===== src/viewport_tile_generator_defines.svh =====
`ifndef VIEWPORT_TILE_GENERATOR_DEFINES_SVH
`define VIEWPORT_TILE_GENERATOR_DEFINES_SVH

// Checks that a consequent holds in the same cycle as its antecedent.
`define VTG_ASSERT_SAME(label, clk, rst, ante, cons) \
   label: assert property (@(posedge clk) disable iff (rst) (ante) |-> (cons)) \
      else $error("viewport tile generator check failed");

// Checks that a consequent holds in the cycle after its antecedent.
`define VTG_ASSERT_NEXT(label, clk, rst, ante, cons) \
   label: assert property (@(posedge clk) disable iff (rst) (ante) |=> (cons)) \
      else $error("viewport tile generator check failed");

`endif


===== src/vtg_pkg.sv =====
`timescale 1ns / 1ps

package vtg_pkg;

   localparam int unsigned COORD_W    = 13;
   localparam int unsigned SEG_W      = 11;
   localparam int unsigned IMG_W      = 13;
   localparam int unsigned IDX_W      = 6;
   localparam int unsigned LEFT_W     = 14;
   localparam int unsigned EDGE_W     = 15;
   localparam int unsigned HALF_W     = 16;
   localparam int unsigned PAIR_W     = 2 * HALF_W;
   localparam int unsigned RUN_W      = 2;
   localparam int unsigned CNT_W      = 7;
   localparam int unsigned CSR_IDX_W  = 2;
   localparam int unsigned CSR_DATA_W = 13;

   localparam int unsigned MAX_TILES_DEFAULT = 64;

   localparam logic [CSR_IDX_W-1:0] CSR_SEGMENT_WIDTH  = 2'd0;
   localparam logic [CSR_IDX_W-1:0] CSR_SEGMENT_HEIGHT = 2'd1;
   localparam logic [CSR_IDX_W-1:0] CSR_IMAGE_HEIGHT   = 2'd2;

   localparam logic [SEG_W-1:0] SEGMENT_RESET      = 11'd128;
   localparam logic [IMG_W-1:0] IMAGE_HEIGHT_RESET = 13'd480;

   typedef struct packed {
      logic load;
      logic count_step;
      logic walk_init;
      logic emit;
      logic emit_single;
   } vtg_cmd_type;

   typedef struct packed {
      logic bad;
      logic zero;
      logic count_done;
      logic last_tile;
      logic out_free;
   } vtg_sts_type;

endpackage


===== src/vtg_ctrl.sv =====
`timescale 1ns / 1ps
`include "viewport_tile_generator_defines.svh"

module vtg_ctrl import vtg_pkg::*; (
   input  logic        clock,
   input  logic        reset,
   input  logic        req_valid,
   output logic        req_ready,
   input  vtg_sts_type sts,
   output vtg_cmd_type cmd
);

   localparam logic [2:0] ST_IDLE   = 3'd0;
   localparam logic [2:0] ST_CHECK  = 3'd1;
   localparam logic [2:0] ST_COUNT  = 3'd2;
   localparam logic [2:0] ST_EMIT   = 3'd3;
   localparam logic [2:0] ST_SINGLE = 3'd4;

   logic [2:0] state_ff, state_in;

   always_comb begin
      state_in  = state_ff;
      cmd       = '0;
      req_ready = 1'b0;
      case (state_ff)
         ST_IDLE: begin
            req_ready = 1'b1;
            if (req_valid) begin
               cmd.load = 1'b1;
               state_in = ST_CHECK;
            end
         end
         ST_CHECK: begin
            state_in = (sts.bad || sts.zero) ? ST_SINGLE : ST_COUNT;
         end
         ST_COUNT: begin
            if (sts.count_done) begin
               cmd.walk_init = 1'b1;
               state_in      = ST_EMIT;
            end else begin
               cmd.count_step = 1'b1;
            end
         end
         ST_EMIT: begin
            if (sts.out_free) begin
               cmd.emit = 1'b1;
               if (sts.last_tile) begin
                  state_in = ST_IDLE;
               end
            end
         end
         ST_SINGLE: begin
            if (sts.out_free) begin
               cmd.emit_single = 1'b1;
               state_in        = ST_IDLE;
            end
         end
         default: begin
            state_in = ST_IDLE;
         end
      endcase
   end

   always_ff @(posedge clock) begin
      if (reset) begin
         state_ff <= ST_IDLE;
      end else begin
         state_ff <= state_in;
      end
   end

   `VTG_ASSERT_SAME(a_cmd_onehot, clock, reset, 1'b1, $onehot0(cmd))
   `VTG_ASSERT_SAME(a_emit_free, clock, reset, cmd.emit || cmd.emit_single, sts.out_free)
   `VTG_ASSERT_NEXT(a_load_check, clock, reset, cmd.load, state_ff == ST_CHECK)
   `VTG_ASSERT_SAME(a_walk_clean, clock, reset, cmd.walk_init, !sts.bad && !sts.zero)

endmodule


===== config.mk =====
export PLATFORM = sky130hd
export DESIGN_NAME = vtg_ctrl
export DESIGN_NICKNAME = d
export VERILOG_FILES = /design/src/vtg_pkg.sv /design/src/vtg_ctrl.sv
export VERILOG_INCLUDE_DIRS = /design/src /design/src/src
export SDC_FILE = /design/constraint.sdc
export NUM_CORES = 1
export LEC_CHECK = 0
export BUFFER_PORTS_ARGS = -buffer_cell sky130_fd_sc_hd__buf_2
export CAP_MARGIN = 20
export CORE_AREA = 2 2 39 41
export CTS_BUF_LIST = sky130_fd_sc_hd__clkbuf_16
export DETAILED_ROUTE_END_ITERATION = 10
export DIE_AREA = 0 0 41 43
export GPL_TIMING_DRIVEN = 0
export SYNTH_ARGS = -nofsm -noshare
export SYNTH_HDL_FRONTEND = slang
export SYNTH_SLANG_ARGS = --single-unit

===== constraint.sdc =====
create_clock -name clock -period 1.55 [get_ports clock]
set_clock_uncertainty 0.15 [all_clocks]
set_input_delay 0.0775 -clock clock [delete_from_list [all_inputs] [get_ports clock]]
set_output_delay 0.0775 -clock clock [all_outputs]
set_load 0.02 [all_outputs]

==> After elaboration in Yosys (flattened, before gate mapping) <==
Index checks and enable logic that the tools add are counted.
{ "totals": {"output_inout_bits": 6, "word_cells": 29, "input_bits": 8, "register_bits": 3} }
{ "classes": {"n_eq_ne": 9, "n_mux": 16, "reduce_logical": 3} }
{ "ops": {"columns": ["op", "count"], "rows": [
  ["3-bit 2-to-1 mux", 6],
  ["3-bit case mux with 5 select lines", 1],
  ["2-bit != test (second input constant)", 5],
  ["1-bit 2-to-1 mux", 8],
  ["3-bit by 2-bit equality test with 1-bit output (second input constant)", 2],
  ["5-bit AND reduction", 1],
  ["3-bit by 1-bit equality test with 1-bit output (second input constant)", 1],
  ["3-bit equality test (second input constant)", 1],
  ["3-bit zero test", 1],
  ["2-bit 2-to-1 mux", 1],
  ["1-bit logical OR", 1]
]} }

==> Longest topological paths before layout <==
Gate-level depths: netlist (run 1).
{ "depth": {"word_depth": 3, "ltp_mapped": 4, "depth_no_buf": 3} }

==> Worst setup path before layout (run 1) <==
Ideal clock, no wire load.
{ "synth_timing": {"kind": "flip-flop to output port", "startpoint": "register state_ff[0]", "endpoint": "output cmd[4] in the netlist's numbering", "path_stages_with_launch": 4, "arrival_ns": 1.296, "n_path_buf": 1, "required_ns": 1.322, "path_slack_ns": 0.027, "path_cell_list": "dfxtp_1 > buf_2 > nor3_1 > and2_1"} }
{ "synth_rtl": {"columns": ["item", "line_no", "source"], "rows": [
  ["from (decl)", "vtg_ctrl.sv:19", "logic [2:0] state_ff, state_in;"],
  ["from (signal assigned)", "vtg_ctrl.sv:68", "state_ff <= state_in;"],
  ["to (decl)", "vtg_ctrl.sv:10", "output vtg_cmd_type cmd"]
]} }

==> results.sh, run 1 <==
export IMPL_status="complete, no violations"
export IMPL_place_gp_congestion=0.6974
export IMPL_drt_iter0_markers=0
export IMPL_place_area_um2=300.3
export IMPL_die_area_um2=1763
export IMPL_wl_um=544
export IMPL_clock_latency_ns=0.22
export IMPL_first_pass_iters=1
export IMPL_start_kind="register"
export IMPL_vias=255
export IMPL_relSlewSlack_pct=83.60
export IMPL_synth_edf_count=0
export IMPL_h_tree_depth=1
export IMPL_finalHoldViolations=0
export IMPL_cap_violations=0
export IMPL_yosys_area_top_type="dfxtp_1"
export IMPL_tritoncts="built"
export IMPL_boundaryPins=14
export IMPL_hold_slack_ns=0.03106
export IMPL_cp_arrival_ns=1.21
export IMPL_rsz0062_at_grt="false"
export IMPL_place_ws_ns=0.3091
export IMPL_nets=51
export IMPL_postLayoutCellArea_um2=389.1
export IMPL_p_sw_uw=106.5
export IMPL_path_class="register to primary output"
export IMPL_clk_pin_slew_ns=0.03
export IMPL_swShare_pct=19.37
export IMPL_cp_data_required_time_ns=1.32
export IMPL_grt_antenna_before_repair=0
export IMPL_crit_fanout=10
export IMPL_syn_inst=24
export IMPL_clock_sinks=3
export IMPL_rows=14
export IMPL_routedWlPerCell_um=9.379
export IMPL_largest_reg_flops=3
export IMPL_min_period_ns=1.442
export IMPL_syn_to_final_growth_pct=80.81
export IMPL_ys_seq_area_share_pct=27.91
export IMPL_dp_hpwl_um=391.6
export IMPL_setup_ws_ns=0.1083
export IMPL_synthArstFlopShare_pct=0
export IMPL_intPower_uw=443.4
export IMPL_combPwrFrac_pct=11.2
export IMPL_worstMarginPinSlew_ns=0.2426
export IMPL_setup_viol=0
export IMPL_slew_viol_final=0
export IMPL_gr_total_overflow=0
export IMPL_power_leakage_uw=0.0001763
export IMPL_grt_pass1_wl_um=821
export IMPL_cts_root_buf="clkbuf_16"
export IMPL_yosysWarnings=0
export IMPL_seqPwrFrac_pct=15.6
export IMPL_dieHeight_um=43
export IMPL_m1WireLength_um=218
export IMPL_grt_start_max_net_pins=11
export IMPL_synth_top_area_share_pct=27.91
export IMPL_dr_max_layer_used="met4"
export IMPL_die_x_um=41
export IMPL_final_setup_tns_ns=0
export IMPL_grt_pass1_vias=193
export IMPL_synth_area_leaders="dfxtp_1, a211oi_2, nor4b_1, and4bb_2, mux2i_1"
export IMPL_layout_common_cells="buf_2, clkbuf_16, dfxtp_1"
export IMPL_fp_coreArea_um2=1384
export IMPL_avgViaCountPerCell=4.397
export IMPL_grtUsageTotal_pct=7.731
export IMPL_ir_drop_mv=0.4440
export IMPL_drc=0
export IMPL_min_path_type="primary input to register"
export IMPL_numCtsBuffers=3
export IMPL_final_core_util_pct=28.12
export IMPL_synth_nets=32
export IMPL_crit_path_end_kind="primary output"
export IMPL_fillers=152
export IMPL_ys_ff_latch=3
export IMPL_power_density_nw_per_um2=1413
export IMPL_clkPwrFrac_pct=73.3
export IMPL_final_common_cell="buf_2"
export IMPL_cts_resized=0
export IMPL_max_freq_mhz=693.6
export IMPL_drive_gt1_share_pct=50.00
export IMPL_top_register="state_ff"
export IMPL_reg_largest_list="state_ff: 3 flops"
export IMPL_synth_cell_type_count=18
export IMPL_port_buffers=13
export IMPL_synth_main_ff_cell="dfxtp_1"
export IMPL_start_util_pct=15.55
export IMPL_seq_area_um2=60.06
export IMPL_multi_input_area_um2=142.6
export IMPL_netlist_area_um2=215.2
export IMPL_layout_worst_path_cycle_share_pct=93.01
export IMPL_diodes=0
export IMPL_wl_met2_um=248
export IMPL_avgSynthCellArea_um2=8.967
export IMPL_dr_wl_met3_um=61
export IMPL_clockBufferDepth=2
export IMPL_ant_nets=0
worst max-delay path, cell delays in order (launching register included):
cell and delay (ns):
dfxtp_1 0.28, buf_2 0.16, nor3_1 0.25, and2_1 0.15
buf_2 0.15
cell usage after synthesis (2+ instances only):
| cell | count |
|---|---|
| nor3_1 | 2 |
| nand3_1 | 2 |
| dfxtp_1 | 3 |
| a211oi_2 | 2 |
| nor4b_1 | 2 |
per-stage QoR:
step | power, µW | instances
floorplan | 122.6 | 24
global placement | 145.9 | 53
detailed placement | 146.2 | 53
CTS | 555.4 | 58
global route | 574.5 | 58
finish | 549.9 | 58
cell families after synthesis:
kind of cell           synth area share [%]
buffers and inverters                 5.813
flip-flops                            27.91
multiplexers                          4.651
AND/OR/NAND/NOR                       45.36
AO/OA/AOI/OAI                         16.27
power by group through the flow:
stage                     combinational, µW  clock, µW  sequential (µW)
after floorplan                        37.0          0             85.6
after global placement                 59.5          0             86.4
after detailed placement               59.7          0             86.5
after CTS                              62.1        408             85.6
after global routing                   68.3        420             86.1
final                                  61.3        403             85.5
per-layer routing:
metal / up-vias / track usage, %
met5: - / 0
met4: 0 / 10.00
met3: 2 / 5.236
met2: 12 / 8.750
met1: 113 / 7.717
li1: 128 / -
path summary, 6_finish.rpt:
path | from | endpoint | slack (ns) | cells after the start
worst max register to register | state_ff[2]$_SDFFE_PP0P_ | state_ff[2]$_SDFFE_PP0P_ | 0.30 | 2
worst min-delay path | sts[0] | state_ff[2]$_SDFFE_PP0P_ | 0.03 | 3
worst min register to register | state_ff[1]$_SDFFE_PP0P_ | state_ff[2]$_SDFFE_PP0P_ | 0.41 | 2
worst max-delay path | state_ff[0]$_SDFFE_PP0P_ | cmd[4] | 0.11 | 4
what timing repair did:
action,in CTS,in global routing
hold buffers,1,0
setup buffers,0,0
hold endpoints to repair,3,0
endpoints found under the setup margin,0,0
area by class of cell:
cell class	instances	area share [%]
Sequential cell	3	15.43
Clock inverter	1	0.9646
Clock buffer	3	19.29
Buffer	2	3.215
Timing Repair Buffer	14	19.29
Multi-Input combinational cell	19	36.66
Tap cell	16	5.145
Note: power is estimated with default switching activity, not from simulation.
==> inputs of run 2 (changes only) <==
- ABC_AREA: default -> 1
- PLACE_DENSITY: default -> 0.47
==> run 2 against run 1 <==
Area after synthesis up 46%. Power is 100% higher. Count of clock-buffer cells in the layout unchanged. Global-route usage is 3.4 points higher. Die area is the same. Worst setup slack better by 0.092 ns. Synthesized cell count is 130% higher. Non-clock buffer count is the same. Critical path depth increased by 1. First-iteration DRC count increased by 11. Maximum frequency increased by 6.8%. Critical endpoint is now cmd[2]. Largest power group is now combinational cells. Highest routed layer unchanged.
==> results.sh, run 2 <==
export IMPL_syn_to_final_growth_pct=55.38
export IMPL_rsz0062_at_grt="false"
export IMPL_fp_coreArea_um2=1384
export IMPL_m1WireLength_um=376
export IMPL_synth_top_family_by_area="simple AND/OR/NAND/NOR gates"
export IMPL_wl_um=804
export IMPL_finalHoldViolations=0
export IMPL_dieHeight_um=43
export IMPL_cp_arrival_ns=1.12
export IMPL_crit_fanout=8
export IMPL_power_total_uw=1121
export IMPL_synth_top_area_share_pct=19.12
export IMPL_synth_nets=63
export IMPL_cts_root_buf="clkbuf_16"
export IMPL_path_class="register to primary output"
export IMPL_worstMarginPinSlew_ns=0.1884
export IMPL_netlist_area_um2=314.1
export IMPL_cp_data_required_time_ns=1.32
export IMPL_port_buffers=13
export IMPL_wl_met2_um=355
export IMPL_avgViaCountPerCell=4.225
export IMPL_top_register="state_ff"
export IMPL_dr_max_layer_used="met4"
export IMPL_cts_resized=0
export IMPL_synth_main_ff_cell="dfxtp_1"
export IMPL_gr_total_overflow=0
export IMPL_min_period_ns=1.350
export IMPL_synth_cell_type_count=16
export IMPL_dr_wl_met3_um=53
export IMPL_synth_edf_count=0
export IMPL_min_path_type="primary input to register"
export IMPL_synthArstFlopShare_pct=0
export IMPL_reg_largest_list="state_ff: 3 flops"
export IMPL_start_util_pct=22.69
export IMPL_synth_adder_area_share_pct=0
export IMPL_routedWlPerCell_um=9.034
export IMPL_avgSynthCellArea_um2=5.710
export IMPL_boundaryPins=14
export IMPL_slew_viol_final=0
export IMPL_grt_pass1_wl_um=1235
export IMPL_crit_path_end_kind="primary output"
export IMPL_first_pass_iters=4
export IMPL_die_x_um=41
export IMPL_rows=14
export IMPL_cap_violations=0
export IMPL_r2r_start="state_ff[0]$_SDFFE_PP0P_"
export IMPL_setup_viol=0
export IMPL_layout_common_cells="nor2_1, buf_2, nand2_1"
export IMPL_hold_slack_ns=0.07250
export IMPL_tritoncts="built"
export IMPL_final_setup_tns_ns=0
export IMPL_grt_start_max_net_pins=10
export IMPL_synth_area_leaders="dfxtp_1, nor2_1, nand2_1, inv_1, buf_6"
export IMPL_power_density_nw_per_um2=2298
export IMPL_worstHoldStart="sts[0]"
export IMPL_clock_sinks=3
export IMPL_numCtsBuffers=3
export IMPL_synth_compound_area_share_pct=1.594
export IMPL_muxShareOfSynthArea_pct=0
export IMPL_status="complete, no violations"
export IMPL_relSlewSlack_pct=87.42
export IMPL_postCtsHoldBufs=1
export IMPL_die_area_um2=1763
export IMPL_grt_pass1_vias=286
export IMPL_post_cts_setup_buffers=0
export IMPL_synth_most_common_cell="nor2_1"
export IMPL_drc=0
export IMPL_crit_start="state_ff[0]$_SDFFE_PP0P_"
export IMPL_yosysWarnings=0
export IMPL_clk_pin_slew_ns=0.03
export IMPL_nets=82
export IMPL_final_core_util_pct=35.26
export IMPL_vias=376
export IMPL_grt_antenna_before_repair=0
export IMPL_layout_worst_path_cycle_share_pct=87.09
export IMPL_dp_hpwl_um=565.9
export IMPL_clock_latency_ns=0.23
export IMPL_max_freq_mhz=740.8
export IMPL_largest_reg_flops=3
export IMPL_drive_gt1_share_pct=34.25
export IMPL_ys_ff_latch=3
export IMPL_clockBufferDepth=2
export IMPL_grtUsageTotal_pct=11.12
export IMPL_ir_drop_mv=0.7746
export IMPL_synth_xor_area_share_pct=0
export IMPL_drt_iter0_markers=11
export IMPL_h_tree_depth=1
export IMPL_power_leakage_uw=0.0002815
export IMPL_syn_inst=55
export IMPL_ys_seq_area_share_pct=19.12
export IMPL_yosys_area_top_type="dfxtp_1"
export IMPL_yosys_area_share_simple_pct=60.16
export IMPL_diodes=0
export IMPL_synth_commonest_cells="nor2_1, nand2_1, inv_1"
export IMPL_start_kind="register"
export IMPL_ant_nets=0
export IMPL_place_gp_congestion=0.7173
-- run 2: cell count changes after synthesis, sizes merged, moves of 2 or more --
cell | before | now
nor2 | 0 | 15
nand2 | 1 | 13
inv | 0 | 10
nand3 | 2 | 5
a211oi | 2 | 0
nand4 | 0 | 2
nor4b | 2 | 0
-- run 2: critical path, cell delays in order (launching register included) --
cell,delay (ns)
dfxtp_1,0.29
buf_6,0.13
inv_1,0.08
nand2_4,0.08
nor3_1,0.13
buf_2,0.19
-- run 2: cells by family (layout without fill, tap and decap cells) --
group | Yosys count | count (layout)
AOI/OAI and AO/OA | 1 | 1
and+or+nand+nor | 39 | 39
DFF | 3 | 3
buffers and inverters | 12 | 30
-- run 2: metal layers --
| layer | vias to the layer above | track usage [%] |
|---|---|---|
| li1 | 202 | - |
| met1 | 158 | 14.06 |
| met2 | 14 | 14.37 |
| met3 | 2 | 3.141 |
| met4 | 0 | 10.00 |
| met5 | - | 0 |
-- run 2: area by class of cell --
type,instances,area (µm²)
Fill cell,147,895.9
Sequential cell,3,60.06
Buffer,2,22.52
Inverter,10,37.54
Multi-Input combinational cell,40,193.9
Tap cell,16,20.02
Clock inverter,1,3.754
Timing Repair Buffer,14,75.07
Clock buffer,3,75.07
-- run 2: worst paths after layout --
| path | endpoint | slack (ns) | cells after the start |
|---|---|---|---|
| setup / recovery | cmd[2] | 0.20 | 5 |
| hold / removal | state_ff[2]$_SDFFE_PP0P_ | 0.07 | 4 |
| setup reg to reg | state_ff[1]$_SDFFE_PP0P_ | 0.29 | 9 |
| hold reg to reg | state_ff[2]$_SDFFE_PP0P_ | 0.43 | 2 |
-- run 2: stage by stage --
step | area [µm²] | setup WS [ns] | cells
global route | 488.0 | 0.1095 | 89
global placement | 399.1 | 0.2936 | 84
detailed placement | 399.1 | 0.3038 | 84
finish | 488.0 | 0.2001 | 89
CTS | 488.0 | 0.1908 | 89
floorplan | 314.1 | 0.2692 | 55
-- run 2: where the power goes --
group,internal [µW],switching [µW],total (µW)
Sequential,111,19.4,131
Clock,333,74.2,407
Combinational,226,358,584
Total,670,452,1120
==> inputs of run 3 (changes only) <==
==> constraint.sdc (replaced) <==
create_clock -name clock -period 1.55 [get_ports clock]
set_clock_uncertainty 0.15 [all_clocks]
set_input_delay 0 -clock clock [delete_from_list [all_inputs] [get_ports clock]]
set_output_delay 0 -clock clock [all_outputs]
set_load 0.02 [all_outputs]
==> run 3 against run 2 <==
Wire length increased by 1.1%. Sequential power is essentially flat. Critical path depth stayed put. Flip-flop and latch count unchanged. Worst hold slack got worse by 0.025 ns. Final cell count rose by 1.1%. Count of clock-buffer cells in the layout unchanged. Design area grew 2.1%. Via count rose by 1.6%. Maximum frequency increased by 6.0%. Global-route usage rose by 0.20 points. Clock power about the same.
==> results.sh, run 3 (synthesis gave the netlist of run 2 again) <==
export IMPL_start_kind="register"
export IMPL_largest_reg_flops=3
export IMPL_grt_pass1_vias=297
export IMPL_boundaryPins=14
export IMPL_use_met1_pct=14.06
export IMPL_grt_pass1_wl_um=1262
export IMPL_power_density_nw_per_um2=2258
export IMPL_numCtsBuffers=3
export IMPL_clockBufferDepth=2
export IMPL_diodes=0
export IMPL_clock_sinks=3
export IMPL_dieHeight_um=43
export IMPL_cp_data_required_time_ns=1.40
export IMPL_grt_use_met2_pct=15.00
export IMPL_grt_start_max_net_pins=10
export IMPL_final_setup_tns_ns=0
export IMPL_fillers=146
export IMPL_swShare_pct=40.30
export IMPL_fp_coreArea_um2=1384
export IMPL_start_util_pct=22.69
export IMPL_wl_um=813
export IMPL_post_cts_setup_buffers=0
export IMPL_top_register="state_ff"
export IMPL_min_path_type="primary input to register"
export IMPL_place_area_um2=399.1
export IMPL_cp_arrival_ns=1.12
export IMPL_postLayoutCellArea_um2=498.0
export IMPL_combPwrFrac_pct=52.1
export IMPL_r2r_start="state_ff[0]$_SDFFE_PP0P_"
export IMPL_hold_path_depth=4
export IMPL_syn_to_final_growth_pct=58.57
export IMPL_rrSetupSlack_ns=0.29
export IMPL_dp_hpwl_um=565.9
export IMPL_vias=382
export IMPL_cap_violations=0
export IMPL_cts_resized=0
export IMPL_die_area_um2=1763
export IMPL_reg2reg_depth=9
export IMPL_grtUsageTotal_pct=11.32
export IMPL_crit_path_end_kind="primary output"
export IMPL_gr_usage_met3_pct=3.141
export IMPL_max_freq_mhz=785.2
export IMPL_rsz0062_at_grt="false"
export IMPL_drive_gt1_share_pct=33.78
export IMPL_intPower_uw=671.3
export IMPL_seq_area_um2=60.06
export IMPL_crit_start="state_ff[0]$_SDFFE_PP0P_"
export IMPL_status="complete, no violations"
export IMPL_reg2reg_to="state_ff[1]$_SDFFE_PP0P_"
export IMPL_min_period_ns=1.274
export IMPL_slew_viol_final=0
export IMPL_whs_endpoint="state_ff[2]$_SDFFE_PP0P_"
export IMPL_reg_largest_list="state_ff: 3 flops"
export IMPL_routedWlPerCell_um=9.033
export IMPL_avgViaCountPerCell=4.244
export IMPL_place_gp_congestion=0.7173
export IMPL_postCtsHoldBufs=2
export IMPL_finalHoldViolations=0
export IMPL_ir_drop_mv=0.7747
export IMPL_port_buffers=13
export IMPL_seqPwrFrac_pct=11.6
export IMPL_cts_root_buf="clkbuf_16"
export IMPL_layout_common_cells="nor2_1, buf_2, nand2_1"
export IMPL_tritoncts="built"
export IMPL_rows=14
export IMPL_relSlewSlack_pct=87.44
export IMPL_worstMarginPinSlew_ns=0.1882
export IMPL_multi_input_area_um2=193.9
export IMPL_drc=0
export IMPL_grt_antenna_before_repair=0
export IMPL_p_sw_uw=453.2
export IMPL_setup_viol=0
export IMPL_h_tree_depth=1
export IMPL_drt_iter0_markers=10
export IMPL_path_class="register to primary output"
export IMPL_clk_pin_slew_ns=0.03
export IMPL_layout_worst_path_cycle_share_pct=82.16
export IMPL_crit_fanout=8
export IMPL_grt_busiest_layer="met2"
export IMPL_die_x_um=41
export IMPL_ant_nets=0
export IMPL_clkPwrFrac_pct=36.3
export IMPL_worstHoldStart="sts[4]"
export IMPL_gr_total_overflow=0
export IMPL_first_pass_iters=4
export IMPL_power_leakage_uw=0.0002856
export IMPL_nets=83
export IMPL_clock_latency_ns=0.23
[run 3: cell count changes in the layout (fill, tap and decap cells not counted), sizes merged]
| cell | delta |
|---|---|
| dlygate4sd3 | +1 |
[run 3: critical path, stage by stage, from the launching register on]
cell and delay, ns:
dfxtp_1 0.29, buf_6 0.13, inv_1 0.08, nand2_4 0.08
nor3_1 0.13, buf_2 0.19
[run 3: layout make-up]
class,instances,area share (%)
tap,16,4.020
buffer,2,4.523
timing repair buffer,15,17.09
sequential,3,12.06
clock inverter,1,0.7538
inverter,10,7.538
clock buffer,3,15.08
multi-input combinational,40,38.94
[run 3: per-stage QoR]
stage	std cells	setup slack, ns	power [µW]	util [%]	hold WS (ns)
after global routing	90	0.1663	1201	35.99	0.08639
after global placement	84	0.2936	718.2	28.84	0.03393
final	90	0.2765	1125	35.99	0.04745
after floorplan	55	0.2692	596.3	-	-0.08093
after CTS	90	0.2683	1132	35.99	0.03540
after detailed placement	84	0.3038	712.6	28.84	0.03268
[run 3: routing by layer]
layer	part of all wire, %	wire length (µm)	vias up
met2	44	359	15
li1	-	-	205
met3	6.8	55	2
met1	46	377	160
met4	2.5	20	0
met5	0	0	-
[run 3: worst max path at each step]
| stage | endpoint | slack [ns] | cells after the start |
|---|---|---|---|
| 6_report | cmd[2] | 0.28 | 5 |
| 3_5_place_dp | state_ff[1]$_SDFFE_PP0P_ | 0.30 | 9 |
| 5_1_grt | state_ff[1]$_SDFFE_PP0P_ | 0.17 | 9 |
| 4_1_cts | cmd[2] | 0.27 | 5 |
| 3_3_place_gp | state_ff[1]$_SDFFE_PP0P_ | 0.29 | 9 |
| 2_1_floorplan | state_ff[1]$_SDFFE_PP0P_ | 0.27 | 9 |
[run 3: power by group through the flow]
stage | clock network (µW) | registers (µW) | logic (µW)
5_1_grt | 418 | 134 | 649
6_report | 408 | 131 | 586
3_5_place_dp | 0 | 131 | 581
2_1_floorplan | 0 | 129 | 467
3_3_place_gp | 0 | 131 | 587
4_1_cts | 416 | 130 | 587
