**config.mk**
```make
export PLATFORM = sky130hd
export DESIGN_NAME = vtg_datapath
export DESIGN_NICKNAME = d
export VERILOG_FILES = /design/src/viewport_tile_generator_defines.svh /design/src/vtg_pkg.sv /design/src/vtg_datapath.sv
export SDC_FILE = /design/constraint.sdc
export NUM_CORES = 1
export LEC_CHECK = 0
export BUFFER_PORTS_ARGS = -buffer_cell sky130_fd_sc_hd__buf_2
export CORE_ASPECT_RATIO = 1.1
export CORE_MARGIN = 2
export CORE_UTILIZATION = 55
export DETAILED_ROUTE_END_ITERATION = 8
export GPL_TIMING_DRIVEN = 0
export PLACE_DENSITY_LB_ADDON = 0.2
export SLEW_MARGIN = 20
export SYNTH_ARGS = -nofsm -noshare
export SYNTH_HDL_FRONTEND = slang
export SYNTH_SLANG_ARGS = --single-unit
```
**constraint.sdc**
```tcl
create_clock -name clock -period 9.05 [get_ports clock]
set_input_delay 1.81 -clock clock [delete_from_list [all_inputs] [get_ports clock]]
set_output_delay 1.81 -clock clock [all_outputs]
set_load 0.005 [all_outputs]
```
**src/viewport_tile_generator_defines.svh**
```systemverilog
`ifndef VIEWPORT_TILE_GENERATOR_DEFINES_SVH
`define VIEWPORT_TILE_GENERATOR_DEFINES_SVH

// Checks that a consequent holds in the same cycle as its antecedent.
`define VTG_ASSERT_SAME(label, clk, rst, ante, cons) \
   label: assert property (@(posedge clk) disable iff (rst) (ante) |-> (cons)) \
      else $error("viewport tile generator check failed");

// Checks that a consequent holds in the cycle after its antecedent.
`define VTG_ASSERT_NEXT(label, clk, rst, ante, cons) \
   label: assert property (@(posedge clk) disable iff (rst) (ante) |=> (cons)) \
      else $error("viewport tile generator check failed");

`endif

```
**src/vtg_pkg.sv**
```systemverilog
`timescale 1ns / 1ps

package vtg_pkg;

   localparam int unsigned COORD_W    = 13;
   localparam int unsigned SEG_W      = 11;
   localparam int unsigned IMG_W      = 13;
   localparam int unsigned IDX_W      = 6;
   localparam int unsigned LEFT_W     = 14;
   localparam int unsigned EDGE_W     = 15;
   localparam int unsigned HALF_W     = 16;
   localparam int unsigned PAIR_W     = 2 * HALF_W;
   localparam int unsigned RUN_W      = 2;
   localparam int unsigned CNT_W      = 7;
   localparam int unsigned CSR_IDX_W  = 2;
   localparam int unsigned CSR_DATA_W = 13;

   localparam int unsigned MAX_TILES_DEFAULT = 64;

   localparam logic [CSR_IDX_W-1:0] CSR_SEGMENT_WIDTH  = 2'd0;
   localparam logic [CSR_IDX_W-1:0] CSR_SEGMENT_HEIGHT = 2'd1;
   localparam logic [CSR_IDX_W-1:0] CSR_IMAGE_HEIGHT   = 2'd2;

   localparam logic [SEG_W-1:0] SEGMENT_RESET      = 11'd128;
   localparam logic [IMG_W-1:0] IMAGE_HEIGHT_RESET = 13'd480;

   typedef struct packed {
      logic load;
      logic count_step;
      logic walk_init;
      logic emit;
      logic emit_single;
   } vtg_cmd_type;

   typedef struct packed {
      logic bad;
      logic zero;
      logic count_done;
      logic last_tile;
      logic out_free;
   } vtg_sts_type;

endpackage

```
**src/vtg_datapath.sv**
```systemverilog
`timescale 1ns / 1ps

module vtg_datapath import vtg_pkg::*; #(
   parameter int unsigned MAX_TILES = MAX_TILES_DEFAULT
) (
   input  logic                      clock,
   input  logic                      reset,
   input  vtg_cmd_type               cmd,
   output vtg_sts_type               sts,
   input  logic signed [COORD_W-1:0] origin_x,
   input  logic signed [COORD_W-1:0] origin_y,
   input  logic signed [COORD_W-1:0] view_width,
   input  logic signed [COORD_W-1:0] view_height,
   input  logic [SEG_W-1:0]          segment_width,
   input  logic [SEG_W-1:0]          segment_height,
   input  logic [IMG_W-1:0]          image_height,
   output logic                      rsp_valid,
   input  logic                      rsp_ready,
   output logic                      rsp_bad_size,
   output logic                      rsp_tile_valid,
   output logic [IDX_W-1:0]          rsp_tile_index,
   output logic signed [LEFT_W-1:0]  rsp_tile_left,
   output logic signed [EDGE_W-1:0]  rsp_tile_bottom,
   output logic [SEG_W-1:0]          rsp_tile_width,
   output logic [SEG_W-1:0]          rsp_tile_height,
   output logic signed [EDGE_W-1:0]  rsp_tile_right,
   output logic signed [EDGE_W-1:0]  rsp_tile_top,
   output logic [SEG_W-1:0]          rsp_scale_x,
   output logic [PAIR_W-1:0]         rsp_offset_pair,
   output logic [RUN_W-1:0]          rsp_run_end
);

   localparam logic [CNT_W-1:0]   CAP   = CNT_W'(MAX_TILES + 1);
   localparam logic [CNT_W-1:0]   LIMIT = CNT_W'(MAX_TILES);
   localparam logic [2*CNT_W-1:0] LIMIT_WIDE = (2*CNT_W)'(MAX_TILES);

   logic signed [COORD_W-1:0] x_ff, x_in, y_ff, y_in, w_ff, w_in, h_ff, h_in;
   logic [SEG_W-1:0]          sw_ff, sw_in, sh_ff, sh_in;
   logic [IMG_W-1:0]          ih_ff, ih_in;
   logic [COORD_W:0]          cacc_ff, cacc_in, racc_ff, racc_in;
   logic [CNT_W-1:0]          cols_ff, cols_in, rows_ff, rows_in;
   logic [CNT_W-1:0]          total_ff, total_in, n_ff, n_in;
   logic                      ovf_ff, ovf_in;
   logic signed [EDGE_W-1:0]  x0_ff, x0_in, y0_ff, y0_in;
   logic signed [COORD_W:0]   remw_ff, remw_in, remh_ff, remh_in;

   logic                      out_valid_ff, out_valid_in;
   logic                      bad_ff, bad_in, tv_ff, tv_in;
   logic [IDX_W-1:0]          idx_ff, idx_in;
   logic signed [LEFT_W-1:0]  left_ff, left_in;
   logic signed [EDGE_W-1:0]  bottom_ff, bottom_in, right_ff, right_in, top_ff, top_in;
   logic [SEG_W-1:0]          width_ff, width_in, height_ff, height_in, scale_ff, scale_in;
   logic [PAIR_W-1:0]         pair_ff, pair_in;
   logic [RUN_W-1:0]          run_ff, run_in;

   logic [COORD_W:0]          w_u, h_u;
   logic                      col_done, row_done, bad_s, zero_s, last_s, row_end;
   logic [2*CNT_W-1:0]        prod;
   logic                      prod_ovf;
   logic signed [EDGE_W-1:0]  sw_e, sh_e, remw_e, remh_e, lw_e, lh_e, ih_e;
   logic signed [EDGE_W-1:0]  top_e, bottom_e, right_e;
   logic [HALF_W-1:0]         offx, offy;
   logic [SEG_W-1:0]          scale_s;

   always_comb begin
      w_u      = {1'b0, w_ff};
      h_u      = {1'b0, h_ff};
      col_done = (cols_ff == CAP) || (cacc_ff >= w_u);
      row_done = (rows_ff == CAP) || (racc_ff >= h_u);
      bad_s    = w_ff[COORD_W-1] || h_ff[COORD_W-1];
      zero_s   = (w_ff == '0) || (h_ff == '0);
      prod     = (2*CNT_W)'(cols_ff) * (2*CNT_W)'(rows_ff);
      prod_ovf = prod > LIMIT_WIDE;

      sw_e     = $signed({{(EDGE_W-SEG_W){1'b0}}, sw_ff});
      sh_e     = $signed({{(EDGE_W-SEG_W){1'b0}}, sh_ff});
      ih_e     = $signed({{(EDGE_W-IMG_W){1'b0}}, ih_ff});
      remw_e   = EDGE_W'(remw_ff);
      remh_e   = EDGE_W'(remh_ff);
      lw_e     = (remw_e < sw_e) ? remw_e : sw_e;
      lh_e     = (remh_e < sh_e) ? remh_e : sh_e;
      top_e    = ih_e - y0_ff;
      bottom_e = top_e - lh_e;
      right_e  = x0_ff + lw_e;
      row_end  = remw_e <= sw_e;
      last_s   = n_ff == (total_ff - 1'b1);

      scale_s  = w_ff[COORD_W-2:1];
      offx     = HALF_W'(x_ff) + {{(HALF_W-COORD_W+1){1'b0}}, w_ff[COORD_W-1:1]};
      offy     = HALF_W'(y_ff) - {{(HALF_W-COORD_W+1){1'b0}}, h_ff[COORD_W-1:1]}
                 + {{(HALF_W-IMG_W){1'b0}}, ih_ff};
   end

   always_comb begin
      x_in     = x_ff;
      y_in     = y_ff;
      w_in     = w_ff;
      h_in     = h_ff;
      sw_in    = sw_ff;
      sh_in    = sh_ff;
      ih_in    = ih_ff;
      cacc_in  = cacc_ff;
      racc_in  = racc_ff;
      cols_in  = cols_ff;
      rows_in  = rows_ff;
      total_in = total_ff;
      ovf_in   = ovf_ff;
      n_in     = n_ff;
      x0_in    = x0_ff;
      y0_in    = y0_ff;
      remw_in  = remw_ff;
      remh_in  = remh_ff;

      if (cmd.load) begin
         x_in    = origin_x;
         y_in    = origin_y;
         w_in    = view_width;
         h_in    = view_height;
         sw_in   = (segment_width == '0) ? SEG_W'(1) : segment_width;
         sh_in   = (segment_height == '0) ? SEG_W'(1) : segment_height;
         ih_in   = image_height;
         cacc_in = '0;
         racc_in = '0;
         cols_in = '0;
         rows_in = '0;
      end

      if (cmd.count_step) begin
         if (!col_done) begin
            cacc_in = cacc_ff + {{(COORD_W+1-SEG_W){1'b0}}, sw_ff};
            cols_in = cols_ff + 1'b1;
         end
         if (!row_done) begin
            racc_in = racc_ff + {{(COORD_W+1-SEG_W){1'b0}}, sh_ff};
            rows_in = rows_ff + 1'b1;
         end
      end

      if (cmd.walk_init) begin
         total_in = prod_ovf ? LIMIT : prod[CNT_W-1:0];
         ovf_in   = prod_ovf;
         n_in     = '0;
         x0_in    = EDGE_W'(x_ff);
         y0_in    = EDGE_W'(y_ff);
         remw_in  = (COORD_W+1)'(w_ff);
         remh_in  = (COORD_W+1)'(h_ff);
      end

      if (cmd.emit) begin
         n_in = n_ff + 1'b1;
         if (row_end) begin
            x0_in   = EDGE_W'(x_ff);
            remw_in = (COORD_W+1)'(w_ff);
            y0_in   = y0_ff + sh_e;
            remh_in = remh_ff - (COORD_W+1)'(sh_e);
         end else begin
            x0_in   = x0_ff + sw_e;
            remw_in = remw_ff - (COORD_W+1)'(sw_e);
         end
      end
   end

   always_comb begin
      out_valid_in = out_valid_ff && !rsp_ready;
      bad_in       = bad_ff;
      tv_in        = tv_ff;
      idx_in       = idx_ff;
      left_in      = left_ff;
      bottom_in    = bottom_ff;
      width_in     = width_ff;
      height_in    = height_ff;
      right_in     = right_ff;
      top_in       = top_ff;
      scale_in     = scale_ff;
      pair_in      = pair_ff;
      run_in       = run_ff;

      if (cmd.emit) begin
         out_valid_in = 1'b1;
         bad_in       = 1'b0;
         tv_in        = 1'b1;
         idx_in       = n_ff[IDX_W-1:0];
         left_in      = x0_ff[LEFT_W-1:0];
         bottom_in    = bottom_e;
         width_in     = lw_e[SEG_W-1:0];
         height_in    = lh_e[SEG_W-1:0];
         right_in     = right_e;
         top_in       = top_e;
         scale_in     = scale_s;
         pair_in      = {offx, offy};
         run_in       = {ovf_ff, last_s};
      end else if (cmd.emit_single) begin
         out_valid_in = 1'b1;
         bad_in       = bad_s;
         tv_in        = 1'b0;
         idx_in       = '0;
         left_in      = '0;
         bottom_in    = '0;
         width_in     = '0;
         height_in    = '0;
         right_in     = '0;
         top_in       = '0;
         scale_in     = bad_s ? '0 : scale_s;
         pair_in      = bad_s ? '0 : {offx, offy};
         run_in       = {1'b0, 1'b1};
      end
   end

   always_ff @(posedge clock) begin
      if (reset) begin
         out_valid_ff <= 1'b0;
      end else begin
         out_valid_ff <= out_valid_in;
      end
   end

   always_ff @(posedge clock) begin
      x_ff      <= x_in;
      y_ff      <= y_in;
      w_ff      <= w_in;
      h_ff      <= h_in;
      sw_ff     <= sw_in;
      sh_ff     <= sh_in;
      ih_ff     <= ih_in;
      cacc_ff   <= cacc_in;
      racc_ff   <= racc_in;
      cols_ff   <= cols_in;
      rows_ff   <= rows_in;
      total_ff  <= total_in;
      ovf_ff    <= ovf_in;
      n_ff      <= n_in;
      x0_ff     <= x0_in;
      y0_ff     <= y0_in;
      remw_ff   <= remw_in;
      remh_ff   <= remh_in;
      bad_ff    <= bad_in;
      tv_ff     <= tv_in;
      idx_ff    <= idx_in;
      left_ff   <= left_in;
      bottom_ff <= bottom_in;
      width_ff  <= width_in;
      height_ff <= height_in;
      right_ff  <= right_in;
      top_ff    <= top_in;
      scale_ff  <= scale_in;
      pair_ff   <= pair_in;
      run_ff    <= run_in;
   end

   assign sts.bad        = bad_s;
   assign sts.zero       = zero_s;
   assign sts.count_done = col_done && row_done;
   assign sts.last_tile  = last_s;
   assign sts.out_free   = !out_valid_ff || rsp_ready;

   assign rsp_valid       = out_valid_ff;
   assign rsp_bad_size    = bad_ff;
   assign rsp_tile_valid  = tv_ff;
   assign rsp_tile_index  = idx_ff;
   assign rsp_tile_left   = left_ff;
   assign rsp_tile_bottom = bottom_ff;
   assign rsp_tile_width  = width_ff;
   assign rsp_tile_height = height_ff;
   assign rsp_tile_right  = right_ff;
   assign rsp_tile_top    = top_ff;
   assign rsp_scale_x     = scale_ff;
   assign rsp_offset_pair = pair_ff;
   assign rsp_run_end     = run_ff;

endmodule

```
## Word level (Yosys, flattened, before mapping)

Index checks and enable logic that the tools add are counted.

- Add/sub/neg operators: 16
- $mul: 1
- $lt $le $gt $ge: 6
- Equal/unequal tests: 3
- Muxes and demuxes: 49
- Reductions and logical operators: 15

Operators with widths:

| cell | number |
|---|---|
| 14-bit 2-to-1 mux | 14 |
| 15-bit 2-to-1 mux | 12 |
| 32-bit 2-to-1 mux | 3 |
| 11-bit 2-to-1 mux | 6 |
| 7-bit 2-to-1 mux | 8 |
| 15-bit by 12-bit adder with 15-bit output | 2 |
| 14-bit by 11-bit adder with 14-bit output | 2 |
| 14-bit by 13-bit >= comparator with 1-bit output | 2 |
| 14-bit by 12-bit less-than comparator with 1-bit output | 2 |
| 14-bit by 12-bit subtractor with 14-bit output | 2 |
| 13-bit logical NOT | 2 |
| 11-bit logical NOT | 2 |
| 7-bit by 1-bit adder with 7-bit output, second input constant | 3 |
| 14-bit by 14-bit adder with 15-bit output | 1 |
| 15-bit adder | 1 |
| 14-bit by 15-bit subtractor with 15-bit output | 1 |
| 15-bit subtractor | 1 |
| 13-bit by 13-bit adder with 14-bit output | 1 |
| 7-bit == test, second input constant | 2 |
| 14-bit by 7-bit > comparator with 1-bit output, second input constant | 1 |
| 14-bit by 12-bit less-or-equal comparator with 1-bit output | 1 |
| 7-bit by 7-bit multiplier with 14-bit output | 1 |
| 13-bit by 13-bit subtractor with 14-bit output | 1 |
| 6-bit 2-to-1 mux | 2 |
| other kinds (8) | 17 |

- Register bits: 337
- Output and inout port bits: 140
- Logic and storage cells: 121

## Logic depth before layout (Yosys ltp)

Gate-level depths: netlist of run 1.

- Depth in word-level cells: 5
- Mapped depth: 26

## Worst setup path before layout of run 1

No wires, ideal clock.

- Path type: input to register
- Start: in cmd[1] in the netlist's numbering
- End: reg pair_ff[0] (netlist: rsp_offset_pair[0]) (enable)
- Setup time: 482 ps
- Arrival time: 4851 ps
- Data required time: 8568 ps
- Setup slack: 3717 ps
- Stages on the path: 4
- Path buffers: 2
- Path through: clkbuf_1 clkbuf_1 nor2_1 inv_1

- Word-level cells in the longest chain between the ends: 1

RTL lines:

| element | RTL line | text |
|---|---|---|
| start: declaration | vtg_datapath.sv:8 | `input vtg_cmd_type cmd,` |
| 2-bit nonzero test (no line) | n/a |  |
| end signal: assignment | vtg_datapath.sv:246 | `pair_ff <= pair_in;` |
| end: declaration | vtg_datapath.sv:53 | `logic [PAIR_W-1:0] pair_ff, pair_in;` |

No other way between the ends.
A chain may end at the register's enable or synchronous reset.

## Final worst setup path of run 1

- Start: reg sw_ff[0]
- End: reg right_ff[14] (netlist: rsp_tile_right[14]), data pin

- Word-level cells in the longest chain between the ends: 4

RTL lines:

| element | RTL line | text |
|---|---|---|
| start: declaration | vtg_datapath.sv:38 | `logic [SEG_W-1:0] sw_ff, sw_in, sh_ff, sh_in;` |
| start signal: assignment | vtg_datapath.sv:222 | `sw_ff <= sw_in;` |
| 14-bit by 12-bit less-than comparator with 1-bit output | vtg_datapath.sv:80 | `lw_e = (remw_e < sw_e) ? remw_e : sw_e;` |
| 15-bit 2-to-1 mux (*) | vtg_datapath.sv:80 |  |
| named net lw_e[0] | vtg_datapath.sv:60 | `logic signed [EDGE_W-1:0] sw_e, sh_e, remw_e, remh_e, lw_e, lh_e, ih_e;` |
| 15-bit adder (*) | vtg_datapath.sv:84 | `right_e = x0_ff + lw_e;` |
| 15-bit 2-to-1 mux (*) | vtg_datapath.sv:178 | `if (cmd.emit) begin` |
| end signal: assignment | vtg_datapath.sv:243 | `right_ff <= right_in;` |
| end: declaration | vtg_datapath.sv:51 | `logic signed [EDGE_W-1:0] bottom_ff, bottom_in, right_ff, right_in, top_ff, top_in;` |

The timed path passes the listed nets; every way through them passes the cells marked *.

==> results of run 1 <==
-- cell usage after synthesis, drive strengths merged (4+ instances only) --
cell type | number | share of area [%]
a2111oi | 4 | 0.25
a211o | 5 | 0.21
a211oi | 16 | 0.57
a21boi | 5 | 0.18
a21o | 37 | 1.4
a21oi | 118 | 2.8
a311oi | 4 | 0.17
a31oi | 17 | 0.50
a41oi | 4 | 0.17
and2 | 83 | 2.5
and3 | 11 | 0.33
buf | 11 | 0.30
clkbuf | 70 | 1.2
dfxtp | 74 | 7.0
edfxtp | 260 | 37
fa | 47 | 4.5
ha | 200 | 12
inv | 184 | 3.3
mux2 | 18 | 0.96
mux2i | 34 | 1.6
nand2 | 113 | 2.0
nand2b | 35 | 1.0
nand3 | 23 | 0.55
nand3b | 16 | 0.57
nand4 | 8 | 0.24
nor2 | 167 | 3.0
nor2b | 39 | 1.2
nor3 | 32 | 0.76
nor3b | 7 | 0.27
nor4 | 12 | 0.36
o211ai | 6 | 0.21
o21a | 25 | 0.89
o21ai | 131 | 3.1
o21bai | 7 | 0.25
o22ai | 5 | 0.15
o31ai | 15 | 0.60
o41ai | 6 | 0.28
or2 | 11 | 0.33
or3 | 16 | 0.48
or3b | 10 | 0.41
or4 | 4 | 0.14
xnor2 | 56 | 2.3
xor2 | 59 | 2.4
-- registers in the layout, indices dropped and copies added, names as in the netlist, 14 cells and up --
name and count:
rsp_tile_right 15, cacc_ff 14, rsp_tile_bottom 15, racc_ff 14, rsp_offset_pair 29, x0_ff 15
y0_ff 15, rsp_tile_top 15, rsp_tile_left 14, remw_ff 14, remh_ff 14
-- layer usage --
layer	share of wire, %	GRT usage [%]	vias to the layer above
li1	-	-	7810
met1	44	37.3	7872
met2	46	44.2	557
met3	6.8	4.43	120
met4	3.7	10.5	0
met5	0	0	-
-- cells in the final DEF (no fill, tap or decap), types with 6 or more instances in the layout --
cell type / instances
sky130_fd_sc_hd__edfxtp_1: 260
sky130_fd_sc_hd__buf_2: 233
sky130_fd_sc_hd__ha_1: 200
sky130_fd_sc_hd__inv_1: 183
sky130_fd_sc_hd__nor2_1: 164
sky130_fd_sc_hd__o21ai_0: 131
sky130_fd_sc_hd__a21oi_1: 118
sky130_fd_sc_hd__nand2_1: 112
sky130_fd_sc_hd__and2_1: 83
sky130_fd_sc_hd__clkbuf_1: 75
sky130_fd_sc_hd__dfxtp_1: 74
sky130_fd_sc_hd__xor2_1: 59
sky130_fd_sc_hd__xnor2_1: 56
sky130_fd_sc_hd__fa_1: 47
sky130_fd_sc_hd__nor2b_1: 39
sky130_fd_sc_hd__clkbuf_16: 38
sky130_fd_sc_hd__a21o_1: 36
sky130_fd_sc_hd__nand2b_1: 35
sky130_fd_sc_hd__mux2i_1: 34
sky130_fd_sc_hd__nor3_1: 32
sky130_fd_sc_hd__o21a_1: 25
sky130_fd_sc_hd__nand3_1: 23
sky130_fd_sc_hd__mux2_2: 17
sky130_fd_sc_hd__a31oi_1: 17
sky130_fd_sc_hd__a211oi_1: 16
sky130_fd_sc_hd__nand3b_1: 16
sky130_fd_sc_hd__or3_1: 15
sky130_fd_sc_hd__o31ai_1: 14
sky130_fd_sc_hd__nor4_1: 12
sky130_fd_sc_hd__and3_1: 11
sky130_fd_sc_hd__or2_2: 10
sky130_fd_sc_hd__or3b_2: 10
sky130_fd_sc_hd__nand4_1: 8
sky130_fd_sc_hd__o21bai_1: 7
sky130_fd_sc_hd__bufinv_16: 7
sky130_fd_sc_hd__nor3b_1: 6
sky130_fd_sc_hd__o211ai_1: 6
sky130_fd_sc_hd__buf_4: 6
-- layout make-up --
| class | instances | area share [%] |
|---|---|---|
| antenna | 1 | 0.0103 |
| buffer | 81 | 1.35 |
| clock buffer | 48 | 4.23 |
| clock inverter | 18 | 1.17 |
| inverter | 185 | 2.89 |
| multi-input combinational | 1444 | 44.5 |
| sequential | 334 | 38.2 |
| tap | 500 | 2.58 |
| timing repair buffer | 236 | 5.07 |
-- metrics by stage --
step	hold WS, ns	power, W
finish	0.490	0.00742
global route	0.515	0.00793
CTS	0.492	0.00739
detailed placement	0.458	0.00574
global placement	0.453	0.00562
floorplan	0.440	0.00480
-- power groups by stage --
| stage | clock (W) | combinational (W) | sequential, W |
|---|---|---|---|
| 6_report | 0.00163 | 0.00338 | 0.00240 |
| 5_1_grt | 0.00172 | 0.00377 | 0.00244 |
| 4_1_cts | 0.00166 | 0.00333 | 0.00240 |
| 3_5_place_dp | 0 | 0.00331 | 0.00243 |
| 3_3_place_gp | 0 | 0.00320 | 0.00242 |
| 2_1_floorplan | 0 | 0.00244 | 0.00236 |
-- worst min-delay path by stage --
stage	slack [ns]	depth (start not counted)	endpoint	startpoint
floorplan	0.44	2	racc_ff[13]	racc_ff[13]
global placement	0.45	2	rsp_tile_valid	rsp_tile_valid
detailed placement	0.46	2	rsp_tile_valid	rsp_tile_valid
CTS	0.49	2	rsp_tile_valid	rsp_tile_valid
global route	0.52	2	rsp_valid	rsp_valid
finish	0.49	2	rsp_tile_valid	rsp_tile_valid
-- worst register-to-register path, stage by stage (launching register included) --
cell                       delay, ns
sky130_fd_sc_hd__edfxtp_1       0.52
sky130_fd_sc_hd__ha_1           0.25
sky130_fd_sc_hd__fa_1           0.24
sky130_fd_sc_hd__nor2b_1        0.06
sky130_fd_sc_hd__o21ai_0        0.22
sky130_fd_sc_hd__a21oi_1        0.12
sky130_fd_sc_hd__o31ai_1        0.37
sky130_fd_sc_hd__a21oi_1        0.12
sky130_fd_sc_hd__nor3b_1        0.32
sky130_fd_sc_hd__nand2_1        0.10
sky130_fd_sc_hd__ha_1           0.27
sky130_fd_sc_hd__clkbuf_1       0.33
sky130_fd_sc_hd__buf_1          0.50
sky130_fd_sc_hd__nand2_1        0.10
sky130_fd_sc_hd__o21ai_0        0.31
sky130_fd_sc_hd__ha_1           0.36
sky130_fd_sc_hd__inv_1          0.08
sky130_fd_sc_hd__fa_1           0.37
sky130_fd_sc_hd__nor2b_1        0.18
sky130_fd_sc_hd__o21ai_0        0.13
sky130_fd_sc_hd__a21boi_0       0.24
sky130_fd_sc_hd__o21ai_0        0.17
sky130_fd_sc_hd__a21oi_1        0.41
sky130_fd_sc_hd__a41oi_1        0.21
sky130_fd_sc_hd__xnor2_1        0.19
sky130_fd_sc_hd__nor2_1         0.06
-- cell families (layout without fill, tap and decap cells) --
logic type | after synthesis | in the layout | synth area share, %
xor gates and xnor gates | 115 | 115 | 4.77
and+or+nand+nor | 596 | 596 | 14.5
adders and majority gates | 247 | 247 | 16.3
AOI/OAI and AO/OA | 434 | 434 | 13.0
DFF | 334 | 334 | 44.0
buffers and inverters | 266 | 568 | 4.84
other | 0 | 1 | 0
muxes | 52 | 52 | 2.57
==> results by stage, run 1 <==
Critical path:
- Data on the critical path is required at its endpoint by 9.33 ns.
- The cell that appears most often on the critical path is sky130_fd_sc_hd__o21ai_0.
- Counting buffers and inverters, the worst setup path is 25 cells deep.
- The critical path starts at sw_ff[0].
- The worst setup path is launched from a flop.
- The kind of cell with the highest combined delay along the critical path is compound AO/OA/AOI/OAI gates.
- The critical path ends at rsp_tile_right[14].
- The top fanout value on the critical path is 10.
- The critical path start-end classification is reg2reg.
- Measured in cells, the most critical reg-to-reg path has a length of 25.
- The stage delay of the slowest cell on the critical path is 0.52 ns.
- In this run the critical register-to-register path is launched from sw_ff[0].
- The slowest stage cell on the critical path is sky130_fd_sc_hd__edfxtp_1.
- The total buffers and inverters traversed by the critical path is 3.
- STA classifies the critical path endpoint as a flop.
- In this run the register-to-register setup slack is 2.58 ns.
- The capturing point of the worst reg2reg path is rsp_tile_right[14].
- The arrival time of the worst setup path is 6.75 ns.

Finish:
- In the final layout, the share of cells above drive strength 1 is 15.0%.
- Counting the fill cells in the layout gives 3068.
- Relative to the synthesized area, the layout overhead comes to 15.1%.
- After routing the design area is 24300 um^2.
- Summing all multi-input logic gate instances after layout gives 10800 um^2.
- The storage element area is 9290 um^2.
- For this run, the share of the core covered by cells in the final layout is 63.9%.
- The final cell count without fillers is 2847.
- The number of nets in the layout is 2661.

Routing:
- The number of nets still failing antenna checks after routing is 0.
- The routed via count is 16400.
- After detailed routing, the average wire length per cell comes to 19.3 um.
- The detailed-route DRC error count is 0.
- For this block, the routed nets add up to 55000 um of wire.
- The vias per cell is 5.75.
- The first routing iteration left 1145 violations.
- The length of the first detailed-routing pass in iterations is 5.

Clock tree:
- The post-CTS setup repair buffer count is 0.
- The clock insertion delay at the later pin of the skew report is 0.55 ns.
- Buffers inserted to repair hold after CTS numbered 0.
- For this design, the sink count on the clock tree is 334.
- In this run the number of H-tree levels came out at 2.
- The clock passes through at most 3 buffers.
- After clock tree synthesis, the repair step resized 0 gates.
- Clock-pin slew was measured on the worst setup and hold paths at 0.06 ns.
- Counting the buffers created by CTS gives 37.
- TritonCTS built the clock tree.
- The root buffer cell chosen for the clock tree is sky130_fd_sc_hd__clkbuf_16.

Global routing:
- The remaining global-route overflow is 0.
- The number of antenna violations at the first check in global routing came to 0.
- Across every metal layer, demand over resource in global routing totals 27.5%.
- The number of global-route vias before repair was 16000.
- The global-route wire length before repair is 84800 um.
- Entering global routing, the biggest net connects 86 pins.

Synthesis:
- The mean cell area of the mapped netlist is 10.3 um^2.
- The fraction of registers with async set or reset after synthesis is 0%.
- The number of synthesized register bits is 334.
- The number of nets in the synthesized netlist is 2386.
- The most frequently used flop master after synthesis is sky130_fd_sc_hd__edfxtp_1.
- The number of instances in the synthesized netlist is 2044.
- The combined area of all synthesized cells is 21100 um^2.
- In this run, synthesis inferred 260 flip-flops with an integrated enable.
- The total number of yosys warnings is 0.
- The sequential cell area fraction in the yosys report is 44.0%.
- The number of library cell types mapped by synthesis is 78.

Floorplanning:
- The initial core utilization is 55.5%.
- The initialized floorplan defines 75 standard-cell rows.
- The floorplan step set the die height to 209 um.
- In this run the horizontal extent of the chip is 191 um.
- 235 I/O pins were placed.
- The die covers 40000 um^2.
- The core area is 38000 um^2.

STA:
- The final number of max-transition violations is 0.
- Setup repair after global routing left no endpoint under its margin.
- Headroom to the max-slew limit came out at 38.5%.
- The setup slack of the critical path after layout is 2.58 ns.
- Setup violations remaining at the end of the flow were counted as 0.
- For this run, the top clock speed supported by timing is 155 MHz.
- The final-report hold violation count is 0.
- For the pin with the worst max-slew slack, the measured transition is 0.922 ns.
- Counting I/O delays and the setup requirement, the final critical path takes 6.47 ns.
- The worst path uses 71.5% of the clock period.
- The clock tree skew after final layout is 0.0198 ns.
- The final total negative setup slack is 0 ns.

Placed design:
- The global placement routability congestion is 0.948.
- The detailed-placement wirelength estimate is 42000 um.
- The count of input and output buffers is 234.
- After detailed placement, the total cell area comes to 23000 um^2.
- Before CTS, the worst setup slack after placement is 2.65 ns.
- After detailed placement, the design holds a cell count of 2780.

Power:
- The sequential fraction of design power is 32.4%.
- The part of the total power dissipated in combinational logic is 45.6%.
- The relative contribution of the clock network to total power is 22.0%.
- The leakage power figure is 11.0 nW.
- The switching share of total power is 37.9%.
- Dividing total power by cell area gives a power density of 305 nW/um^2.
- The worst-case IR drop observed on VDD is 0.166 mV.
- The internal power summed over all cells is 0.00460 W.
- The net switching power is 0.00281 W.

Min path:
- The worst hold path belongs to the class reg2reg.

Run:
- The total of max-cap violations is 0.

Outcome:
- The flow ran to the end, and the final reports show no timing, DRC or antenna violations.
Note: power is estimated with default switching activity, not from simulation.
==> run 2: changes to the inputs <==
--- a/config.mk
+++ b/config.mk
@@ -5,6 +5,7 @@
 export SDC_FILE = /design/constraint.sdc
 export NUM_CORES = 1
 export LEC_CHECK = 0
+export ABC_AREA = 1
 export BUFFER_PORTS_ARGS = -buffer_cell sky130_fd_sc_hd__buf_2
 export CORE_ASPECT_RATIO = 1.1
 export CORE_MARGIN = 2
==> constraint.sdc (replaced) <==
create_clock -name clock -period 5.3 [get_ports clock]
set_input_delay 1.06 -clock clock [delete_from_list [all_inputs] [get_ports clock]]
set_output_delay 1.06 -clock clock [all_outputs]
set_load 0.005 [all_outputs]
==> run 2 against run 1 <==
Against the previous run:
- via count grew 21%
- clock skew rose by 0.0021 ns
- first-iteration DRC count rose by 28%
- non-clock buffer count is 7 higher
- final area grew 6.6%
- largest cell class unchanged
- largest power group unchanged
==> results by stage, run 2 <==
Outcome:
- Outcome: finished clean (unchanged).

Run:
- The total of max-cap violations was 0 (unchanged).

Synthesis:
- Top cells by area in the synthesized netlist: sky130_fd_sc_hd__edfxtp_1 34%, sky130_fd_sc_hd__nand2_1 11%, sky130_fd_sc_hd__ha_1 11%, sky130_fd_sc_hd__inv_1 7.0%, sky130_fd_sc_hd__dfxtp_1 6.5% (was sky130_fd_sc_hd__edfxtp_1 37%, sky130_fd_sc_hd__ha_1 12%, sky130_fd_sc_hd__dfxtp_1 7.0%, sky130_fd_sc_hd__fa_1 4.5%, sky130_fd_sc_hd__inv_1 3.3%).
- The number of instances in the synthesized netlist is 2769 (was 2044).
- The cell type contributing the most total cell area after synthesis is sky130_fd_sc_hd__edfxtp_1 (unchanged).
- The number of synthesized flops with an enable pin was 260 (unchanged).
- The number of synthesized register bits came to 334 (unchanged).
- The total number of yosys warnings is 0 (unchanged).
- The sequential cell area fraction in the yosys report is 40.8% (was 44.0%).
- The fraction of registers with async set or reset after synthesis was 0% (unchanged).
- The fraction of synthesized cell area taken by the top area cell type is 34.3% (was 37.0%).
- Ranking of synthesized cells by instance count: 676 x sky130_fd_sc_hd__nand2_1, 427 x sky130_fd_sc_hd__inv_1, 260 x sky130_fd_sc_hd__edfxtp_1 (was 260 x sky130_fd_sc_hd__edfxtp_1, 200 x sky130_fd_sc_hd__ha_1, 184 x sky130_fd_sc_hd__inv_1).
- The combined area of all synthesized cells is 22800 um^2 (was 21100 um^2).
- The most frequently used flop master after synthesis is sky130_fd_sc_hd__edfxtp_1 (unchanged).
- The library cell with the highest instance count after synthesis is sky130_fd_sc_hd__nand2_1 (was sky130_fd_sc_hd__edfxtp_1).
- The number of library cell types mapped by synthesis was 59 (was 78).
- The number of nets in the synthesized netlist is 3111 (was 2386).
- The mean cell area of the mapped netlist came to 8.22 um^2 (was 10.3 um^2).

Placed design:
- The total cell area at the placement stage was 24700 um^2 (was 23000 um^2).
- The worst setup slack after placement came to 0.319 ns (was 2.65 ns).
- The count of input and output buffers was 234 (unchanged).
- The global placement routability congestion is 0.968 (was 0.948).
- The detailed-placement wirelength estimate is 53700 um (was 42000 um).

STA:
- Setup repair after global routing missed its margin: false (unchanged).
- The actual slew at the worst max-slew pin is 1.12 ns (was 0.922 ns).
- The final critical-path required period is 4.93 ns (was 6.47 ns).
- The final total negative setup slack was 0 ns (unchanged).
- The final-report hold violation count is 0 (unchanged).
- The clock tree skew after final layout is 0.0219 ns (was 0.0198 ns).
- The setup slack of the critical path after layout was 0.372 ns (was 2.58 ns).
- The period utilization was 93.0% (was 71.5%).
- The final number of max-transition violations came to 0 (unchanged).
- The fmax is 203 MHz (was 155 MHz).
- The number of setup violations in the final report came to 0 (unchanged).
- The worst slew slack as a fraction of its limit is 25.7% (was 38.5%).

Critical path:
- The critical path start-end classification is reg2reg (unchanged).
- The start of the worst register-to-register path is sh_ff[0] (was sw_ff[0]).
- The sort of element at the end of the critical path is a flop (unchanged).
- The arrival time of the worst setup path is 5.23 ns (was 6.75 ns).
- The capturing point of the worst reg2reg path was rsp_tile_bottom[10] (was rsp_tile_right[14]).
- The minimum setup slack among reg-to-reg paths is 0.37 ns (was 2.58 ns).
- The nature of the critical path startpoint is a flop (unchanged).
- The top fanout value on the critical path came to 10 (unchanged).
- The depth of the worst register-to-register path is 16 (was 25).
- The critical path required time was 5.61 ns (was 9.33 ns).

Power:
- The power density over the cells was 539 nW/um^2 (was 305 nW/um^2).
- The leakage power figure is 13.2 nW (was 11.0 nW).
- The peak ir drop on the vdd network is 0.318 mV (was 0.166 mV).

Global routing:
- The global-route wire length before repair is 104000 um (was 84800 um).
- The pin count of the biggest net entering global routing was 56 (was 86).
- The overall routing resource usage is 31.5% (was 27.5%).
- The remaining global-route overflow is 0 (unchanged).
- The number of antenna violations at the first check in global routing was 1 (was 0).
- The number of global-route vias before repair is 19300 (was 16000).

Finish:
- The layout overhead on the synthesized area was 13.8% (was 15.1%).
- The leading cell type in the layout, fill and taps excluded is sky130_fd_sc_hd__nand2_1 (was sky130_fd_sc_hd__edfxtp_1).
- The post-layout instance area is 25900 um^2 (was 24300 um^2).
- The flip-flop count of the largest register after layout is 29 (unchanged).
- The share of cells above drive strength 1 is 11.6% (was 15.0%).
- The fill cell instance count of the final layout came to 3638 (was 3068).
- The number of nets in the layout was 3389 (was 2661).
- Most used cells in the layout excluding fill and tap cells: 674 x sky130_fd_sc_hd__nand2_1, 427 x sky130_fd_sc_hd__inv_1, 260 x sky130_fd_sc_hd__edfxtp_1 (was 260 x sky130_fd_sc_hd__edfxtp_1, 233 x sky130_fd_sc_hd__buf_2, 200 x sky130_fd_sc_hd__ha_1).

Routing:
- The average wire length per cell after detail routing is 18.7 um (was 19.3 um).
- The wire length after detailed routing is 67400 um (was 55000 um).
- The detailed-route DRC error count was 0 (unchanged).
- The detailed router's first-iteration violation count is 1471 (was 1145).
- The number of nets still failing antenna checks after routing is 0 (unchanged).
- The length of the first detailed-routing pass in iterations is 6 (was 5).
- The routed via count is 19800 (was 16400).
- The vias per cell is 5.50 (was 5.75).

Clock tree:
- The clock root buffer is sky130_fd_sc_hd__clkbuf_16 (unchanged).
- The clock insertion delay at the later pin of the skew report is 0.57 ns (was 0.55 ns).
- The post-CTS setup repair buffer count is 0 (unchanged).
- The CTS tree is built (unchanged).
- The maximum root-to-sink buffer count came to 3 (unchanged).
- The H-tree depth is 2 (unchanged).
- The number of hold buffers added after cts came to 0 (unchanged).
- The clock transition at the register clock pins on the worst setup and hold paths after CTS is 0.06 ns (about the same).
- The total CTS buffers is 38 (was 37).
- The number of sinks on the clock net came to 334 (unchanged).

Floorplanning:
- The I/O pin count came to 235 (unchanged).
- The core area is 41000 um^2 (was 38000 um^2).
- The standard-cell row count is 78 (was 75).
- The area of the die is 43000 um^2 (was 40000 um^2).
- The horizontal extent of the die was 198 um (was 191 um).
- The die height is 217 um (was 209 um).
- The initial core utilization was 55.5% (about the same).

Min path:
- The hold-critical path depth is 2 (unchanged).
- The endpoint of the worst hold path is rsp_tile_valid (unchanged).
- The launch point of the worst hold path is rsp_tile_valid (unchanged).
- The worst hold-check path type is reg2reg (unchanged).
[run 2: cell count changes after synthesis, moves of 35 or more]
cell                       before  now
sky130_fd_sc_hd__nor2_1       164  242
sky130_fd_sc_hd__nand3_1       23  138
sky130_fd_sc_hd__a21oi_1      118  181
sky130_fd_sc_hd__and2_1        83    2
sky130_fd_sc_hd__nand2b_1      35    0
sky130_fd_sc_hd__nor2b_1       39    0
sky130_fd_sc_hd__nand2_1      112  676
sky130_fd_sc_hd__inv_1        184  427
[run 2: where the power goes]
| part | leakage (nW) | internal, W | total (W) | switching (W) |
|---|---|---|---|---|
| combinational | 9.27 | 0.00255 | 0.00710 | 0.00455 |
| sequential | 3.31 | 0.00369 | 0.00424 | 0.000550 |
| clock | 0.588 | 0.00149 | 0.00260 | 0.00112 |
| total | 13.2 | 0.00773 | 0.0140 | 0.00622 |
[run 2: cell type report]
class / instances / area, um^2 / share of cell area, %
flip-flops and latches: 334 / 9290 / 35.9
multi-input cells: 1917 / 11400 / 44.0
plain buffers: 86 / 450 / 1.74
inverters: 432 / 1630 / 6.28
well taps: 520 / 651 / 2.51
clock inverters: 20 / 173 / 0.667
repair buffers: 238 / 1270 / 4.90
diodes: 2 / 5.00 / 0.0193
clock buffers: 49 / 1030 / 3.99
[run 2: kinds of logic after synthesis]
kind of cell	Yosys count	synth area share, %
xor+xnor	86	3.31
compound gates	428	10.4
mux	5	0.225
buf+inv	518	9.13
simple gates	1151	20.9
fa+ha+maj	247	15.1
flops	334	40.8
[run 2: worst max-delay path by stage]
stage	from	endpoint	slack, ns	cells past startpoint
global placement	cmd[1]	rsp_offset_pair[17]	-1.23	5
global route	sw_ff[3]	rsp_tile_right[13]	0.05	23
detailed placement	sw_ff[0]	rsp_tile_right[13]	0.32	21
floorplan	cmd[1]	rsp_offset_pair[0]	0.60	4
CTS	sw_ff[0]	rsp_tile_right[13]	0.30	21
finish	sh_ff[0]	rsp_tile_bottom[10]	0.37	16
[run 2: critical path, cell delays in order, from the launching register on]
cell                       delay, ns
sky130_fd_sc_hd__edfxtp_1       0.51
sky130_fd_sc_hd__ha_1           0.29
sky130_fd_sc_hd__fa_1           0.47
sky130_fd_sc_hd__nor3_1         0.22
sky130_fd_sc_hd__nor2_1         0.10
sky130_fd_sc_hd__o21ai_0        0.31
sky130_fd_sc_hd__nand2_1        0.09
sky130_fd_sc_hd__nand2_1        0.09
sky130_fd_sc_hd__ha_1           0.27
sky130_fd_sc_hd__clkbuf_1       0.27
sky130_fd_sc_hd__o21ai_0        0.67
sky130_fd_sc_hd__ha_1           0.42
sky130_fd_sc_hd__a21oi_1        0.21
sky130_fd_sc_hd__o21ai_0        0.14
sky130_fd_sc_hd__a21oi_1        0.25
sky130_fd_sc_hd__o21ai_0        0.16
sky130_fd_sc_hd__o21a_1         0.20
[run 2: metrics by stage]
stage | hold slack, ns | utilization [%] | total power [W] | instances
floorplan | 0.442 | - | 0.00902 | 2769
global placement | 0.431 | 60.0 | 0.0111 | 3523
detailed placement | 0.431 | 60.2 | 0.0112 | 3527
CTS | 0.447 | 63.2 | 0.0139 | 3596
global route | 0.468 | 63.2 | 0.0150 | 3596
finish | 0.444 | 63.2 | 0.0140 | 3598
[run 2: what timing repair did]
| item | CTS | global route |
|---|---|---|
| hold endpoints to repair | 0 | 0 |
| gates resized for setup | 0 | 1 |
| setup endpoints to repair | 0 | 3 |
[run 2: layer usage]
layer	share of wire [%]	up-vias	track usage, %
met1	40	9298	37.9
met4	5.4	0	15.5
met2	49	677	55.5
met3	5.3	174	4.28
li1	-	9656	-
met5	0	-	0
